### src/rtl/i2cm_pkg.sv
package i2cm_pkg;

	// Bus sequencer phases, one half-bit per tick
	typedef enum logic [4:0] {
		PH_IDLE        = 5'd0,
		PH_START_REL   = 5'd1,
		PH_START_RISE  = 5'd2,
		PH_START_CHECK = 5'd3,
		PH_START_HOLD  = 5'd4,
		PH_TX_LOW      = 5'd5,
		PH_TX_HIGH     = 5'd6,
		PH_ACK_LOW     = 5'd7,
		PH_ACK_HIGH    = 5'd8,
		PH_ACK_CHECK   = 5'd9,
		PH_RX_HIGH     = 5'd10,
		PH_RX_SAMPLE   = 5'd11,
		PH_MACK_HIGH   = 5'd12,
		PH_MACK_END    = 5'd13,
		PH_STOP_RISE   = 5'd14,
		PH_STOP_REL    = 5'd15,
		PH_STOP_CHECK  = 5'd16
	} phase_t;

	// Which byte of the transaction is on the wire
	typedef enum logic [1:0] {
		SG_ADDR_W = 2'd0,
		SG_REG    = 2'd1,
		SG_DATA   = 2'd2,
		SG_ADDR_R = 2'd3
	} stage_t;

	localparam logic [1:0] MODE_WRITE = 2'd0;

	localparam logic [2:0] ST_OK        = 3'd0;
	localparam logic [2:0] ST_BUS_BUSY  = 3'd1;
	localparam logic [2:0] ST_ADDR_NACK = 3'd2;
	localparam logic [2:0] ST_REG_NACK  = 3'd3;
	localparam logic [2:0] ST_DATA_NACK = 3'd4;
	localparam logic [2:0] ST_STOP_FAIL = 3'd5;

	localparam logic [7:0] MSB_MASK = 8'h80;
	localparam logic       RW_READ  = 1'b1;

	typedef struct packed {
		logic       tick;
		logic       start_request;
		logic [1:0] mode;
		logic [6:0] slave_address;
		logic [7:0] register_address;
		logic [7:0] byte_count;
		logic [7:0] write_byte;
		logic       sda_in;
	} cmd_t;

	typedef struct packed {
		logic       scl_out;
		logic       sda_out;
		logic       busy_res;
		logic       data_request;
		logic [7:0] read_byte;
		logic       read_valid;
		logic       done_res;
		logic [2:0] status;
	} rsp_t;

	typedef struct packed {
		phase_t     phase;
		logic [3:0] bit_counter;
		logic [7:0] shift_register;
		logic [7:0] bytes_left;
		logic [6:0] saved_target;
		logic [7:0] saved_register;
		logic [1:0] saved_mode;
		logic [2:0] error_code;
		logic       scl_level;
		logic       sda_level;
		stage_t     stage;
	} seq_state_t;

endpackage

### src/rtl/i2cm_cmd_if.sv
interface i2cm_cmd_if;
	import i2cm_pkg::*;

	logic valid;
	logic ready;
	cmd_t payload;

	modport source (output valid, output payload, input ready);
	modport sink (input valid, input payload, output ready);
endinterface

### src/rtl/i2cm_rsp_if.sv
interface i2cm_rsp_if;
	import i2cm_pkg::*;

	logic valid;
	logic ready;
	rsp_t payload;

	modport source (output valid, output payload, input ready);
	modport sink (input valid, input payload, output ready);
endinterface

### src/rtl/i2cm_seq.sv
module i2cm_seq (
	input  logic            clk,
	input  logic            arst_n,
	input  logic            advance,
	input  i2cm_pkg::cmd_t  item,
	output i2cm_pkg::rsp_t  result
);
	import i2cm_pkg::*;

	seq_state_t state_q;
	seq_state_t nxt;
	logic [3:0] bc_inc;
	logic [7:0] bl_dec;

	function automatic seq_state_t send_byte(seq_state_t s, logic [7:0] b);
		seq_state_t r;
		r = s;
		r.scl_level = 1'b0;
		r.sda_level = b[7];
		r.shift_register = {b[6:0], 1'b0};
		r.bit_counter = 4'd0;
		r.phase = PH_TX_HIGH;
		return r;
	endfunction

	function automatic seq_state_t begin_stop(seq_state_t s);
		seq_state_t r;
		r = s;
		r.scl_level = 1'b0;
		r.sda_level = 1'b0;
		r.phase = PH_STOP_RISE;
		return r;
	endfunction

	// Keep the first error; release both lines
	function automatic seq_state_t finish(seq_state_t s, logic [2:0] code);
		seq_state_t r;
		r = s;
		if (r.error_code == ST_OK) begin
			r.error_code = code;
		end
		r.scl_level = 1'b1;
		r.sda_level = 1'b1;
		r.phase = PH_IDLE;
		return r;
	endfunction

	assign bc_inc = state_q.bit_counter + 4'd1;
	assign bl_dec = state_q.bytes_left - 8'd1;

	// Next state
	always_comb begin
		nxt = state_q;
		if (state_q.phase == PH_IDLE) begin
			if (item.start_request) begin
				nxt.saved_mode = item.mode;
				nxt.saved_target = item.slave_address;
				nxt.saved_register = item.register_address;
				nxt.bytes_left = (item.byte_count == 8'd0) ? 8'd1 : item.byte_count;
				nxt.error_code = ST_OK;
				nxt.stage = SG_ADDR_W;
				nxt.phase = PH_START_CHECK;
			end
		end else if (item.tick) begin
			unique case (state_q.phase)
				PH_START_REL: begin
					nxt.sda_level = 1'b1;
					nxt.phase = PH_START_RISE;
				end
				PH_START_RISE: begin
					nxt.scl_level = 1'b1;
					nxt.phase = PH_START_CHECK;
				end
				PH_START_CHECK: begin
					if (!item.sda_in) begin
						nxt = finish(state_q, ST_BUS_BUSY);
					end else begin
						nxt.sda_level = 1'b0;
						nxt.phase = PH_START_HOLD;
					end
				end
				PH_START_HOLD: begin
					nxt = send_byte(state_q, {state_q.saved_target,
						(state_q.stage == SG_ADDR_R) ? RW_READ : 1'b0});
				end
				PH_TX_LOW: begin
					nxt.scl_level = 1'b0;
					nxt.sda_level = |(state_q.shift_register & MSB_MASK);
					nxt.shift_register = {state_q.shift_register[6:0], 1'b0};
					nxt.phase = PH_TX_HIGH;
				end
				PH_TX_HIGH: begin
					nxt.scl_level = 1'b1;
					nxt.bit_counter = bc_inc;
					nxt.phase = bc_inc[3] ? PH_ACK_LOW : PH_TX_LOW;
				end
				PH_ACK_LOW: begin
					nxt.scl_level = 1'b0;
					nxt.sda_level = 1'b1;
					nxt.phase = PH_ACK_HIGH;
				end
				PH_ACK_HIGH: begin
					nxt.scl_level = 1'b1;
					nxt.phase = PH_ACK_CHECK;
				end
				PH_ACK_CHECK: begin
					if (item.sda_in) begin
						// Nack: record which byte failed, then stop
						case (state_q.stage)
							SG_REG:  nxt.error_code = ST_REG_NACK;
							SG_DATA: nxt.error_code = ST_DATA_NACK;
							default: nxt.error_code = ST_ADDR_NACK;
						endcase
						nxt = begin_stop(nxt);
					end else begin
						case (state_q.stage)
							SG_ADDR_W: begin
								if (state_q.saved_mode[1]) begin
									nxt = begin_stop(state_q);
								end else begin
									nxt.stage = SG_REG;
									nxt = send_byte(nxt, state_q.saved_register);
								end
							end
							SG_REG: begin
								if (state_q.saved_mode == MODE_WRITE) begin
									nxt.stage = SG_DATA;
									nxt = send_byte(nxt, item.write_byte);
								end else begin
									nxt.stage = SG_ADDR_R;
									nxt.scl_level = 1'b0;
									nxt.phase = PH_START_REL;
								end
							end
							SG_DATA: begin
								nxt.bytes_left = bl_dec;
								if (bl_dec != 8'd0) begin
									nxt = send_byte(nxt, item.write_byte);
								end else begin
									nxt = begin_stop(nxt);
								end
							end
							default: begin
								nxt.scl_level = 1'b0;
								nxt.sda_level = 1'b1;
								nxt.bit_counter = 4'd0;
								nxt.shift_register = 8'd0;
								nxt.phase = PH_RX_HIGH;
							end
						endcase
					end
				end
				PH_RX_HIGH: begin
					nxt.scl_level = 1'b1;
					nxt.phase = PH_RX_SAMPLE;
				end
				PH_RX_SAMPLE: begin
					nxt.shift_register = {state_q.shift_register[6:0], item.sda_in};
					nxt.bit_counter = bc_inc;
					nxt.scl_level = 1'b0;
					if (bc_inc[3]) begin
						// Master ack on all but the last byte
						nxt.sda_level = (state_q.bytes_left > 8'd1) ? 1'b0 : 1'b1;
						nxt.phase = PH_MACK_HIGH;
					end else begin
						nxt.sda_level = 1'b1;
						nxt.phase = PH_RX_HIGH;
					end
				end
				PH_MACK_HIGH: begin
					nxt.scl_level = 1'b1;
					nxt.phase = PH_MACK_END;
				end
				PH_MACK_END: begin
					nxt.bytes_left = bl_dec;
					if (bl_dec != 8'd0) begin
						nxt.scl_level = 1'b0;
						nxt.sda_level = 1'b1;
						nxt.bit_counter = 4'd0;
						nxt.shift_register = 8'd0;
						nxt.phase = PH_RX_HIGH;
					end else begin
						nxt = begin_stop(nxt);
					end
				end
				PH_STOP_RISE: begin
					nxt.scl_level = 1'b1;
					nxt.phase = PH_STOP_REL;
				end
				PH_STOP_REL: begin
					if (item.sda_in) begin
						nxt = finish(state_q, ST_STOP_FAIL);
					end else begin
						nxt.sda_level = 1'b1;
						nxt.phase = PH_STOP_CHECK;
					end
				end
				PH_STOP_CHECK: begin
					nxt = finish(state_q, item.sda_in ? ST_OK : ST_STOP_FAIL);
				end
				default: begin
					nxt = finish(state_q, ST_OK);
				end
			endcase
		end
	end

	// Outputs
	always_comb begin
		result = '0;
		result.scl_out = nxt.scl_level;
		result.sda_out = nxt.sda_level;
		result.busy_res = (nxt.phase != PH_IDLE);
		if (state_q.phase != PH_IDLE && item.tick) begin
			// Only a finish returns the sequencer to idle
			if (nxt.phase == PH_IDLE) begin
				result.done_res = 1'b1;
				result.status = nxt.error_code;
			end
			if (state_q.phase == PH_ACK_CHECK && !item.sda_in) begin
				result.data_request =
					(state_q.stage == SG_REG && state_q.saved_mode == MODE_WRITE) ||
					(state_q.stage == SG_DATA && bl_dec != 8'd0);
			end
			if (state_q.phase == PH_RX_SAMPLE && bc_inc[3]) begin
				result.read_valid = 1'b1;
				result.read_byte = {state_q.shift_register[6:0], item.sda_in};
			end
		end
	end

	always_ff @(posedge clk or negedge arst_n) begin
		if (!arst_n) begin
			state_q <= '{
				phase: PH_IDLE, bit_counter: 4'd0, shift_register: 8'd0,
				bytes_left: 8'd0, saved_target: 7'd0, saved_register: 8'd0,
				saved_mode: 2'd0, error_code: ST_OK, scl_level: 1'b1,
				sda_level: 1'b1, stage: SG_ADDR_W};
		end else if (advance) begin
			state_q <= nxt;
		end
	end

endmodule

### src/rtl/i2c_master_register_access_unit.sv
// I2C master for burst register write, burst register read and address probe.
// cmd channel: one request per clock-domain step; each request carries the tick
// flag, the start fields, the next write byte and the sampled SDA level.
// rsp channel: exactly one response per request, in order, with the SCL/SDA
// drive after that step, busy/done/status, data_request and read_byte/valid.
// Response path: at the edge that accepts a request, the sequencer state register
// takes its next state and the combinational response is captured in the response
// register, or in the skid register while the response register still waits.
// Throughput: one request per cycle, limited only by the rsp side.
// A two-entry output stage (response register plus skid register) sits
// between the sides: cmd.ready stays high while the response register waits,
// and drops only when both entries hold untaken responses.
// Reset (arst_n low): sequencer idle, both lines released, stage empty.
// The line drive on SCL/SDA is only what the last taken response shows; a
// stalled receiver therefore freezes the bus once both output entries are full.
module i2c_master_register_access_unit (
	input logic       clk,
	input logic       arst_n,
	i2cm_cmd_if.sink  cmd,
	i2cm_rsp_if.source rsp
);
	import i2cm_pkg::*;

	rsp_t result;
	rsp_t out_q;
	rsp_t skid_q;
	logic out_valid_q;
	logic skid_valid_q;
	logic push;
	logic pop;

	// Hold off requests only when both output entries are full
	assign cmd.ready = !skid_valid_q;
	assign push = cmd.valid && cmd.ready;
	assign pop = out_valid_q && rsp.ready;

	assign rsp.valid = out_valid_q;
	assign rsp.payload = out_q;

	// Advance the sequencer once per accepted request
	i2cm_seq u_seq (
		.clk    (clk),
		.arst_n (arst_n),
		.advance(push),
		.item   (cmd.payload),
		.result (result)
	);

	// Output entry and skid entry valid flags
	always_ff @(posedge clk or negedge arst_n) begin
		if (!arst_n) begin
			out_valid_q <= 1'b0;
			skid_valid_q <= 1'b0;
		end else if (!out_valid_q || pop) begin
			if (skid_valid_q) begin
				out_valid_q <= 1'b1;
				skid_valid_q <= 1'b0;
			end else begin
				out_valid_q <= push;
			end
		end else if (push) begin
			skid_valid_q <= 1'b1;
		end
	end

	// Payloads: refill from skid first, else from the new response
	always_ff @(posedge clk) begin
		if (!out_valid_q || pop) begin
			if (skid_valid_q) begin
				out_q <= skid_q;
			end else if (push) begin
				out_q <= result;
			end
		end else if (push) begin
			skid_q <= result;
		end
	end

endmodule

### src/flat_wrapper.sv
// flat-port wrapper written by rule: the top's interface ports become plain ports
module i2c_master_register_access_unit_flat import i2cm_pkg::*;
  (clk, arst_n, cmd_valid, cmd_payload, cmd_ready, rsp_valid, rsp_payload, rsp_ready);
  i2cm_cmd_if cmd_i ();
  i2cm_rsp_if rsp_i ();
  input logic clk;
  input logic arst_n;
  input wire logic [$bits(cmd_i.valid)-1:0] cmd_valid;
  input wire logic [$bits(cmd_i.payload)-1:0] cmd_payload;
  output wire logic [$bits(cmd_i.ready)-1:0] cmd_ready;
  output wire logic [$bits(rsp_i.valid)-1:0] rsp_valid;
  output wire logic [$bits(rsp_i.payload)-1:0] rsp_payload;
  input wire logic [$bits(rsp_i.ready)-1:0] rsp_ready;
  assign cmd_i.valid = cmd_valid;
  assign cmd_i.payload = cmd_payload;
  assign cmd_ready = cmd_i.ready;
  assign rsp_valid = rsp_i.valid;
  assign rsp_payload = rsp_i.payload;
  assign rsp_i.ready = rsp_ready;
  i2c_master_register_access_unit u_core (.clk(clk), .arst_n(arst_n), .cmd(cmd_i), .rsp(rsp_i));
endmodule
### config.mk
export PLATFORM = sky130hd
export DESIGN_NAME = i2c_master_register_access_unit_flat
export DESIGN_NICKNAME = d
export VERILOG_FILES = /design/src/rtl/i2cm_pkg.sv /design/src/rtl/i2cm_cmd_if.sv /design/src/rtl/i2cm_rsp_if.sv /design/src/rtl/i2cm_seq.sv /design/src/rtl/i2c_master_register_access_unit.sv /design/src/flat_wrapper.sv
export SDC_FILE = /design/constraint.sdc
export NUM_CORES = 1
export LEC_CHECK = 0
export BUFFER_PORTS_ARGS = -buffer_cell sky130_fd_sc_hd__buf_2
export CORE_MARGIN = 8
export CORE_UTILIZATION = 25
export CTS_CLUSTER_SIZE = 24
export DETAILED_ROUTE_END_ITERATION = 8
export PLACE_DENSITY = 0.51
export SYNTH_ARGS = -nofsm -noshare
export SYNTH_HDL_FRONTEND = slang
export SYNTH_SLANG_ARGS = --single-unit
export TNS_END_PERCENT = 1
### constraint.sdc
create_clock -name clk -period 3 [get_ports clk]
set_input_delay 0.6 -clock clk [delete_from_list [all_inputs] [get_ports clk]]
set_output_delay 0.6 -clock clk [all_outputs]
set_load 0.01 [all_outputs]
==> impl_metrics.yaml, run 1 <==
logic_synthesis:
  syn_area_um2: 4890
  synth_ff_type: "dfrtp_1"
  avgSynthCellArea_um2: 9.68
  synthesis.nets: 549
  yosys_warnings: 0
  synthCells: 505
  async_flop_share: 0.600
  synth.distinct_cells: 68
  synth_edf_count: 34
  synthTopCellsByCount: "49 x dfrtp_1, 48 x o21ai_0, 47 x nand2_1"
  ys_top_cells_by_area: "dfrtp_1 25%, edfxtp_1 21%, o21ai_0 4.9%"
  synth.most_common_cell: "dfrtp_1"
  yosysTopAreaCellShare: 0.251
  synth_seq_cells: 85
  yosysTopAreaCell: "dfrtp_1"
  ys_seq_area_frac: 0.470
timing:
  fin_crit_sh: 0.968
  final.min_clock_period_ps: 2900
  setup_violations: 0
  worstMarginPinSlew_ps: 715
  hold-worst-slack_ps: 240
  hold_viol_final: 0
  fin_setup_tns_ps: 0
  slew_headroom: 0.523
  slew_viol_final: 0
  skew_ps: 5.69
  rsz0062_at_grt: "yes"
  max_freq_ghz: 0.344
clocking:
  tritoncts: "done"
  post-cts-setup-buffer-count: 0
  cts.sinks: 85
  cts-root-buf: "clkbuf_16"
  numCtsBuffers: 9
  clock_latency_ps: 350
  cts.clk_slew.worst_paths_ps: 60
  clockBufferDepth: 2
  htreeDepth: 3
critical_path:
  crit_type: "reg2reg"
  crit_required_ps: 3090
  setup.worst_path.start: "u_core.u_seq.state_q[44]"
  cpMostUsedCell: "buf_4"
  start_kind: "flip-flop"
  worstPathMaxFanout: 24
  r2r-start: "u_core.u_seq.state_q[44]"
  arrival_ps: 2990
  slowest_delay_ps: 640
  endpoint_kind: "flip-flop"
  slowest_stage: "dfrtp_1"
  path_cells: "nand3b_1 -> buf_4 -> or3_1 -> o21ai_0 -> a2111o_1 -> a2111oi_1 -> buf_4 -> o31ai_1"
global_routing:
  antenna_found_initial: 0
  grt_util_all_layers: 0.124
  grt_pass1_wl_um: 23500
  overflow: 0
  grt_pass1_vias: 4334
  grt_start_max_net_pins: 32
routing:
  vias: 4339
  drtIter0Drc: 325
  drtAntennaViolNets: 0
  drt_wl_total_um: 14600
  via_per_inst: 5.09
  wl_per_cell_um: 17.2
  drc: 0
  dr.pass1.iters: 5
cells_and_area:
  post-route-util: 0.309
  drive_gt1_frac: 0.244
  stdcell_count: 852
  area_growth_pct: 22.2
  layout.nets: 625
placement:
  dp.cells: 835
  gp_congestion: 0.868
  io_buffer_count: 58
  hpwl_um: 11200
power_and_ir_drop:
  total_power_uw: 4960
  vdd_drop_max_mv: 0.335
  leakage_uw: 0.00234
  power.density_nw_per_um2: 830
floorplanning:
  core_um2: 19300
  num_rows: 51
  io_pins: 59
  floorplan.initialDensity: 0.253
  die_w_um: 156
  die_h_um: 156
  dieArea_um2: 24300
hold_path:
  hold_path_class: "in2async"
job:
  maxCapViolCount: 0
outcome:
  run_status: "finished clean"
-- critical path: cells and delay by family, from the launching register on --
family / cells / cell delay [ps]
AOI/OAI and AO/OA: 4 / 1060
buffers and inverters: 2 / 440
DFF: 1 / 640
and+or+nand+nor: 2 / 500
-- flip-flops by register name (all words and copies together) (netlist names) --
register / count
u_core.u_seq.state_q: 49
u_core.rsp.payload: 17
u_core.skid_q: 17
u_core.rsp.valid: 1
u_core.skid_valid_q: 1
-- worst paths after layout --
check	slack, ps	endpoint	depth (start not counted)
setup / recovery	100	u_core.rsp.payload[15]	8
hold / removal	240	u_core.u_seq.state_q[44]	1
setup reg to reg	100	u_core.rsp.payload[15]	8
hold reg to reg	500	u_core.u_seq.state_q[22]	1
max in group asynchronous	1930	u_core.u_seq.state_q[11]	2
min in group clk	470	u_core.u_seq.state_q[18]	2
-- report_power, final --
part           internal, µW  leakage [µW]  total [µW]  switching (µW)
logic                   829       0.00123        1920            1090
clock network           651      0.000143        1130             483
registers              1520      0.000971        1900             375
-- cells in the final DEF, fill, tap and decap left out, types with 5 or more instances in the layout --
master / count
a21boi_0: 6
dfrtp_1: 48
o41ai_1: 6
nor2b_1: 9
and2_1: 9
clkbuf_16: 9
a222oi_1: 6
o31ai_1: 9
o21ai_0: 48
mux2_1: 9
nor2_1: 39
nand3_1: 5
nor4_1: 10
a22o_1: 7
mux2_2: 17
buf_4: 41
edfxtp_1: 34
a21oi_1: 31
a31oi_1: 6
nand2b_1: 11
nor3_1: 16
nand2_1: 47
inv_1: 10
buf_2: 58
or3_1: 7
-- cell type report --
cell class                      count  area [µm²]
Fill cell                        2045       13400
Multi-Input combinational cell    375        2400
Sequential cell                    85        2300
Timing Repair Buffer               99         598
Tap cell                          265         332
Clock buffer                       10         229
Clock inverter                      6        68.8
Inverter                           11        41.3
Antenna cell                        1        2.50
-- metrics by stage --
step	setup slack, ps	instance area [µm²]
floorplan	546	4890
global placement	36.0	5670
detailed placement	104	5670
CTS	98.1	5970
global route	-12.8	5970
finish	96.6	5970
-- per-layer routing --
layer	GRT usage	vias to the layer above	wire length, µm
met1	0.157	2119	6590
met5	0	-	0
met4	0.0407	0	238
met3	0.0349	20	894
met2	0.198	137	6900
li1	-	2063	-
-- kinds of logic after synthesis --
kind of cell / count (synthesis) / share of synthesized area
simple gates: 182 / 0.193
compound gates: 159 / 0.220
flops: 85 / 0.470
buf+inv: 45 / 0.0389
mux: 26 / 0.0599
xor+xnor: 4 / 0.00717
fa+ha+maj: 4 / 0.0102
-- what timing repair did --
item,in CTS,in global routing
resized for setup,0,3
endpoints found under the setup margin,0,6
hold buffers,0,0
(Power assumes the default switching activity.)
==> inputs of run 2 (changes only) <==
--- a/config.mk
+++ b/config.mk
@@ -10,7 +10,9 @@
 export CORE_UTILIZATION = 25
 export CTS_CLUSTER_SIZE = 24
 export DETAILED_ROUTE_END_ITERATION = 8
+export MAX_ROUTING_LAYER = met4
 export PLACE_DENSITY = 0.51
+export SETUP_SLACK_MARGIN = 0.2
 export SYNTH_ARGS = -nofsm -noshare
 export SYNTH_HDL_FRONTEND = slang
 export SYNTH_SLANG_ARGS = --single-unit
==> run 2 against run 1 <==
  * Count of clock-buffer cells in the layout increased by 2
  * Sequential share of layout area about the same
  * Register-to-register slack improved by 140 ps
  * Utilization about the same
  * Fmax increased by 4.9%
  * Combinational power increased by 3%
  * Cell count increased by 0.47%
  * Largest cell class unchanged
  * Clock power decreased by 8%
  * Non-clock buffer count increased by 5
==> impl_metrics.yaml, run 2 (same netlist as run 1, synthesis figures left out) <==
routing:
  dr_wl_met3_um: 860
  drtIter0Drc: 340
  wl_met1_um: 6890
  wl_met2_um: 6840
  via_per_inst: 5.13
  top_layer_used: "met4"
  wl_per_cell_um: 17.4
  drtAntennaViolNets: 0
  vias: 4392
  drt_wl_total_um: 14900
  dr.pass1.iters: 7
  drc: 0
timing:
  hold_viol_final: 0
  hold-worst-slack_ps: 271
  final.min_clock_period_ps: 2770
  setup_violations: 0
  rsz0062_at_grt: "yes"
  slew_headroom: 0.538
  fin_ws_ps: 233
  fin_setup_tns_ps: 0
  worstMarginPinSlew_ps: 694
  skew_ps: 13.0
  max_freq_ghz: 0.361
  fin_crit_sh: 0.922
  slew_viol_final: 0
critical_path:
  reg2reg_depth: 8
  r2r-start: "u_core.u_seq.state_q[46]"
  cp_num_buf_inv: 2
  arrival_ps: 2850
  slowest_stage: "dfrtp_1"
  rrSetupSlack_ps: 230
  crit_required_ps: 3080
  reg2reg_to: "u_core.rsp.payload[15]"
  worstPathMaxFanout: 14
  critical-path-top-delay-family: "compound AO/OA/AOI/OAI gates"
  slowest_delay_ps: 680
  path_cells: "buf_4 -> or2_2 -> or3_1 -> o21ai_0 -> a2111o_1 -> a2111oi_1 -> buf_4 -> o31ai_1"
  start_kind: "flip-flop"
  endpoint_kind: "flip-flop"
  cpMostUsedCell: "buf_4"
  crit_type: "reg2reg"
global_routing:
  grt_util_all_layers: 0.129
  grt_pass1_vias: 4401
  grt_start_max_net_pins: 29
  overflow: 0
  antenna_found_initial: 0
  grt_pass1_wl_um: 24200
cells_and_area:
  n_antenna_cell: 0
  largest_register: "u_core.u_seq.state_q"
  area_growth_pct: 22.3
  final_common_cell: "buf_2"
  final_area_um2: 5980
  most-common-layout-cells: "58 x buf_2, 48 x o21ai_0, 47 x nand2_1, 47 x dfrtp_1, 46 x buf_4"
  largest_register_ffs: 49
  layout.nets: 630
  drive_gt1_frac: 0.250
power_and_ir_drop:
  vdd_drop_max_mv: 0.337
  swShare: 0.401
  clkPwrFrac: 0.212
  power.density_nw_per_um2: 821
  switching_power_uw: 1970
  leakage_uw: 0.00235
  p_seq_frac: 0.388
  p_int_uw: 2940
  total_power_uw: 4910
  combPwrFrac: 0.401
placement:
  hpwl_um: 11000
  place_ws_ps: 177
  io_buffer_count: 58
  placed_cell_area_um2: 5670
  gp_congestion: 0.913
clocking:
  numCtsBuffers: 9
  clockBufferDepth: 2
  tritoncts: "done"
  htreeDepth: 3
  cts.sinks: 85
  cts-root-buf: "clkbuf_16"
  clock_latency_ps: 350
  cts.clk_slew.worst_paths_ps: 70
floorplanning:
  die_h_um: 156
  dieArea_um2: 24300
  io_pins: 59
  core_um2: 19300
  die_w_um: 156
  floorplan.initialDensity: 0.253
  num_rows: 51
job:
  maxCapViolCount: 0
outcome:
  run_status: "finished clean"
hold_path:
  hold_path_class: "in2async"
run 2: how the worst max path moves through the flow:
stage                             startpoint                     end  slack (ps)  cells past startpoint
floorplan           u_core.u_seq.state_q[24]  u_core.rsp.payload[15]         550                      8
global placement    u_core.u_seq.state_q[48]  u_core.rsp.payload[15]          30                      8
detailed placement  u_core.u_seq.state_q[48]  u_core.rsp.payload[15]         180                      8
CTS                 u_core.u_seq.state_q[44]  u_core.rsp.payload[15]         220                      7
global route        u_core.u_seq.state_q[45]   u_core.rsp.payload[0]         110                      7
finish              u_core.u_seq.state_q[46]  u_core.rsp.payload[15]         230                      8
run 2: worst register-to-register path, delay by kind of cell, from the launching register on:
kind,cells,cell delay (ps)
AOI/OAI and AO/OA,4,1060
DFF,1,680
buffers and inverters,2,460
and+or+nand+nor,2,310
run 2: power groups by stage:
stage               Clock [µW]  Sequential [µW]  Combinational, µW
global placement             0             1900               1900
finish                    1040             1900               1970
detailed placement           0             1910               1910
CTS                       1070             1890               1930
floorplan                    0             1700               1400
global route              1120             1950               2180
run 2: timing repair:
item	in CTS	in global routing
hold buffers	0	0
pin swaps	1	1
setup buffers	2	3
setup endpoints to repair	1	35
gates resized for setup	1	3
run 2: area by class of cell:
cell class / count / area, µm²
Multi-Input combinational cell: 375 / 2410
Clock inverter: 4 / 25.0
Tap cell: 265 / 332
Clock buffer: 12 / 236
Timing Repair Buffer: 104 / 636
Inverter: 11 / 41.3
Fill cell: 2030 / 13400
Sequential cell: 85 / 2300
run 2: stage by stage:
step                utilization  std cells
floorplan                     -        505
global placement          0.293        835
detailed placement        0.293        835
CTS                       0.308        853
global route              0.309        856
finish                    0.309        856
run 2: metal layers:
layer / vias to the layer above / track usage
li1: 2075 / -
met1: 2132 / 0.167
met2: 158 / 0.198
met3: 27 / 0.0266
met4: 0 / 0.0457
met5: - / -
==> inputs of run 3 (changes only) <==
--- a/config.mk
+++ b/config.mk
@@ -6,6 +6,7 @@
 export NUM_CORES = 1
 export LEC_CHECK = 0
 export BUFFER_PORTS_ARGS = -buffer_cell sky130_fd_sc_hd__buf_2
+export CORE_ASPECT_RATIO = 1.2
 export CORE_MARGIN = 8
 export CORE_UTILIZATION = 25
 export CTS_CLUSTER_SIZE = 24
==> run 3 against run 2 <==
  * Critical path depth unchanged
  * Sequential share of layout area down 0.10 points
  * Utilization up 0.059 points
  * Global-route usage down 0.14 points
  * Clock power about the same
  * Sequential cell count unchanged
  * Critical path type unchanged
  * Clock skew down 0.90 ps
  * Combinational power up 5%
==> impl_metrics.yaml, run 3 (same netlist as run 1, synthesis figures left out) <==
cells_and_area:
  most-common-layout-cells: "58 x buf_2, 48 x o21ai_0, 48 x dfrtp_1"
  largest_register: "u_core.u_seq.state_q"
  drive_gt1_frac: 0.248
  largest_register_ffs: 49
  n_antenna_cell: 0
  area_growth_pct: 22.5
  post-route-util: 0.310
  final_common_cell: "buf_2"
  layout.nets: 631
  stdcell_count: 853
routing:
  dr.pass1.iters: 5
  wl_per_cell_um: 17.8
  drc: 0
  via_per_inst: 5.04
  drtIter0Drc: 384
  vias: 4301
  drtAntennaViolNets: 0
  drt_wl_total_um: 15200
clocking:
  clockBufferDepth: 2
  cts.clk_slew.worst_paths_ps: 60
  tritoncts: "done"
  numCtsBuffers: 9
  cts.sinks: 85
  clock_latency_ps: 350
  cts-root-buf: "clkbuf_16"
  htreeDepth: 3
global_routing:
  grt_util_all_layers: 0.128
  overflow: 0
  grt_start_max_net_pins: 52
  grt_pass1_vias: 4396
  grt_pass1_wl_um: 23700
  antenna_found_initial: 0
timing:
  skew_ps: 12.1
  slew_headroom: 0.520
  fin_ws_ps: 314
  final.min_clock_period_ps: 2690
  rsz0062_at_grt: "yes"
  fin_crit_sh: 0.895
  worstMarginPinSlew_ps: 720
  hold_viol_final: 0
  max_freq_ghz: 0.372
  fin_setup_tns_ps: 0
  setup_violations: 0
  slew_viol_final: 0
power_and_ir_drop:
  p_int_uw: 2960
  combPwrFrac: 0.416
  switching_power_uw: 2000
  clkPwrFrac: 0.213
  leakage_uw: 0.00236
  power.density_nw_per_um2: 828
  total_power_uw: 4960
  vdd_drop_max_mv: 0.276
  p_seq_frac: 0.371
  swShare: 0.403
floorplanning:
  die_h_um: 169
  floorplan.initialDensity: 0.253
  core_um2: 19300
  die_w_um: 144
  num_rows: 56
  io_pins: 59
  dieArea_um2: 24300
placement:
  hpwl_um: 11500
  place_ws_ps: 234
  dp.cells: 836
  io_buffer_count: 58
  gp_congestion: 0.954
hold_path:
  hold_path_class: "in2async"
critical_path:
  crit_type: "reg2reg"
  setup.worst_path.start: "u_core.u_seq.state_q[46]"
  endpoint_kind: "flip-flop"
  start_kind: "flip-flop"
  reg2reg_to: "u_core.u_seq.state_q[29]"
  worstPathMaxFanout: 14
  reg2reg_depth: 8
  r2r-start: "u_core.u_seq.state_q[46]"
  crit_end: "u_core.u_seq.state_q[29]"
  rrSetupSlack_ps: 310
  crit_required_ps: 3220
  arrival_ps: 2910
job:
  maxCapViolCount: 0
outcome:
  run_status: "finished clean"
-- run 3: area by class of cell --
| class | instances | area [µm²] |
|---|---|---|
| clock buffers | 10 | 229 |
| well taps | 261 | 327 |
| flip-flops and latches | 85 | 2300 |
| clock inverters | 6 | 37.5 |
| fillers | 2048 | 13300 |
| repair buffers | 105 | 656 |
| multi-input cells | 375 | 2400 |
| inverters | 11 | 41.3 |
-- run 3: power by group through the flow --
stage,combinational [µW],sequential (µW),clock (µW)
floorplan,1400,1700,0
global placement,2030,1850,0
detailed placement,2030,1860,0
CTS,2040,1830,1090
global route,2250,1880,1140
finish,2060,1840,1060
-- run 3: what timing repair did --
item,4_1_cts,5_1_grt
buffers inserted,0,1
pin swaps,0,1
endpoints found under the setup margin,2,16
hold buffers,0,0
gates resized for setup,1,2
-- run 3: critical path, stage by stage (launching register included) --
cell and delay, ps:
dfrtp_1 520, buf_4 230, or4_1 630, o21ai_1 230, buf_4 200, a21o_1 400, nor3b_1 100, a21oi_1 150
o21ai_0 100
-- run 3: worst min path at each step --
stage                                     endpoint                      from  cells past startpoint  slack [ps]
after global routing      u_core.u_seq.state_q[17]                    arst_n                      2         440
after CTS                 u_core.u_seq.state_q[12]                    arst_n                      2         420
after global placement     u_core.u_seq.state_q[3]   u_core.u_seq.state_q[3]                      2         470
after detailed placement  u_core.u_seq.state_q[15]  u_core.u_seq.state_q[15]                      1         480
final                     u_core.u_seq.state_q[17]                    arst_n                      2         380
after floorplan                   u_core.rsp.valid                    arst_n                      0         300
-- run 3: through the flow --
stage,hold slack [ps],instance area (µm²)
after CTS,422,5980
after detailed placement,483,5710
final,384,5990
after global routing,443,5990
after floorplan,304,4890
after global placement,470,5710
-- run 3: routing by layer --
layer,vias up,share of wire,track usage
met5,-,0,-
met4,0,0.028,0.0582
met3,28,0.057,0.0211
met2,159,0.49,0.208
met1,2045,0.43,0.153
li1,2069,-,-
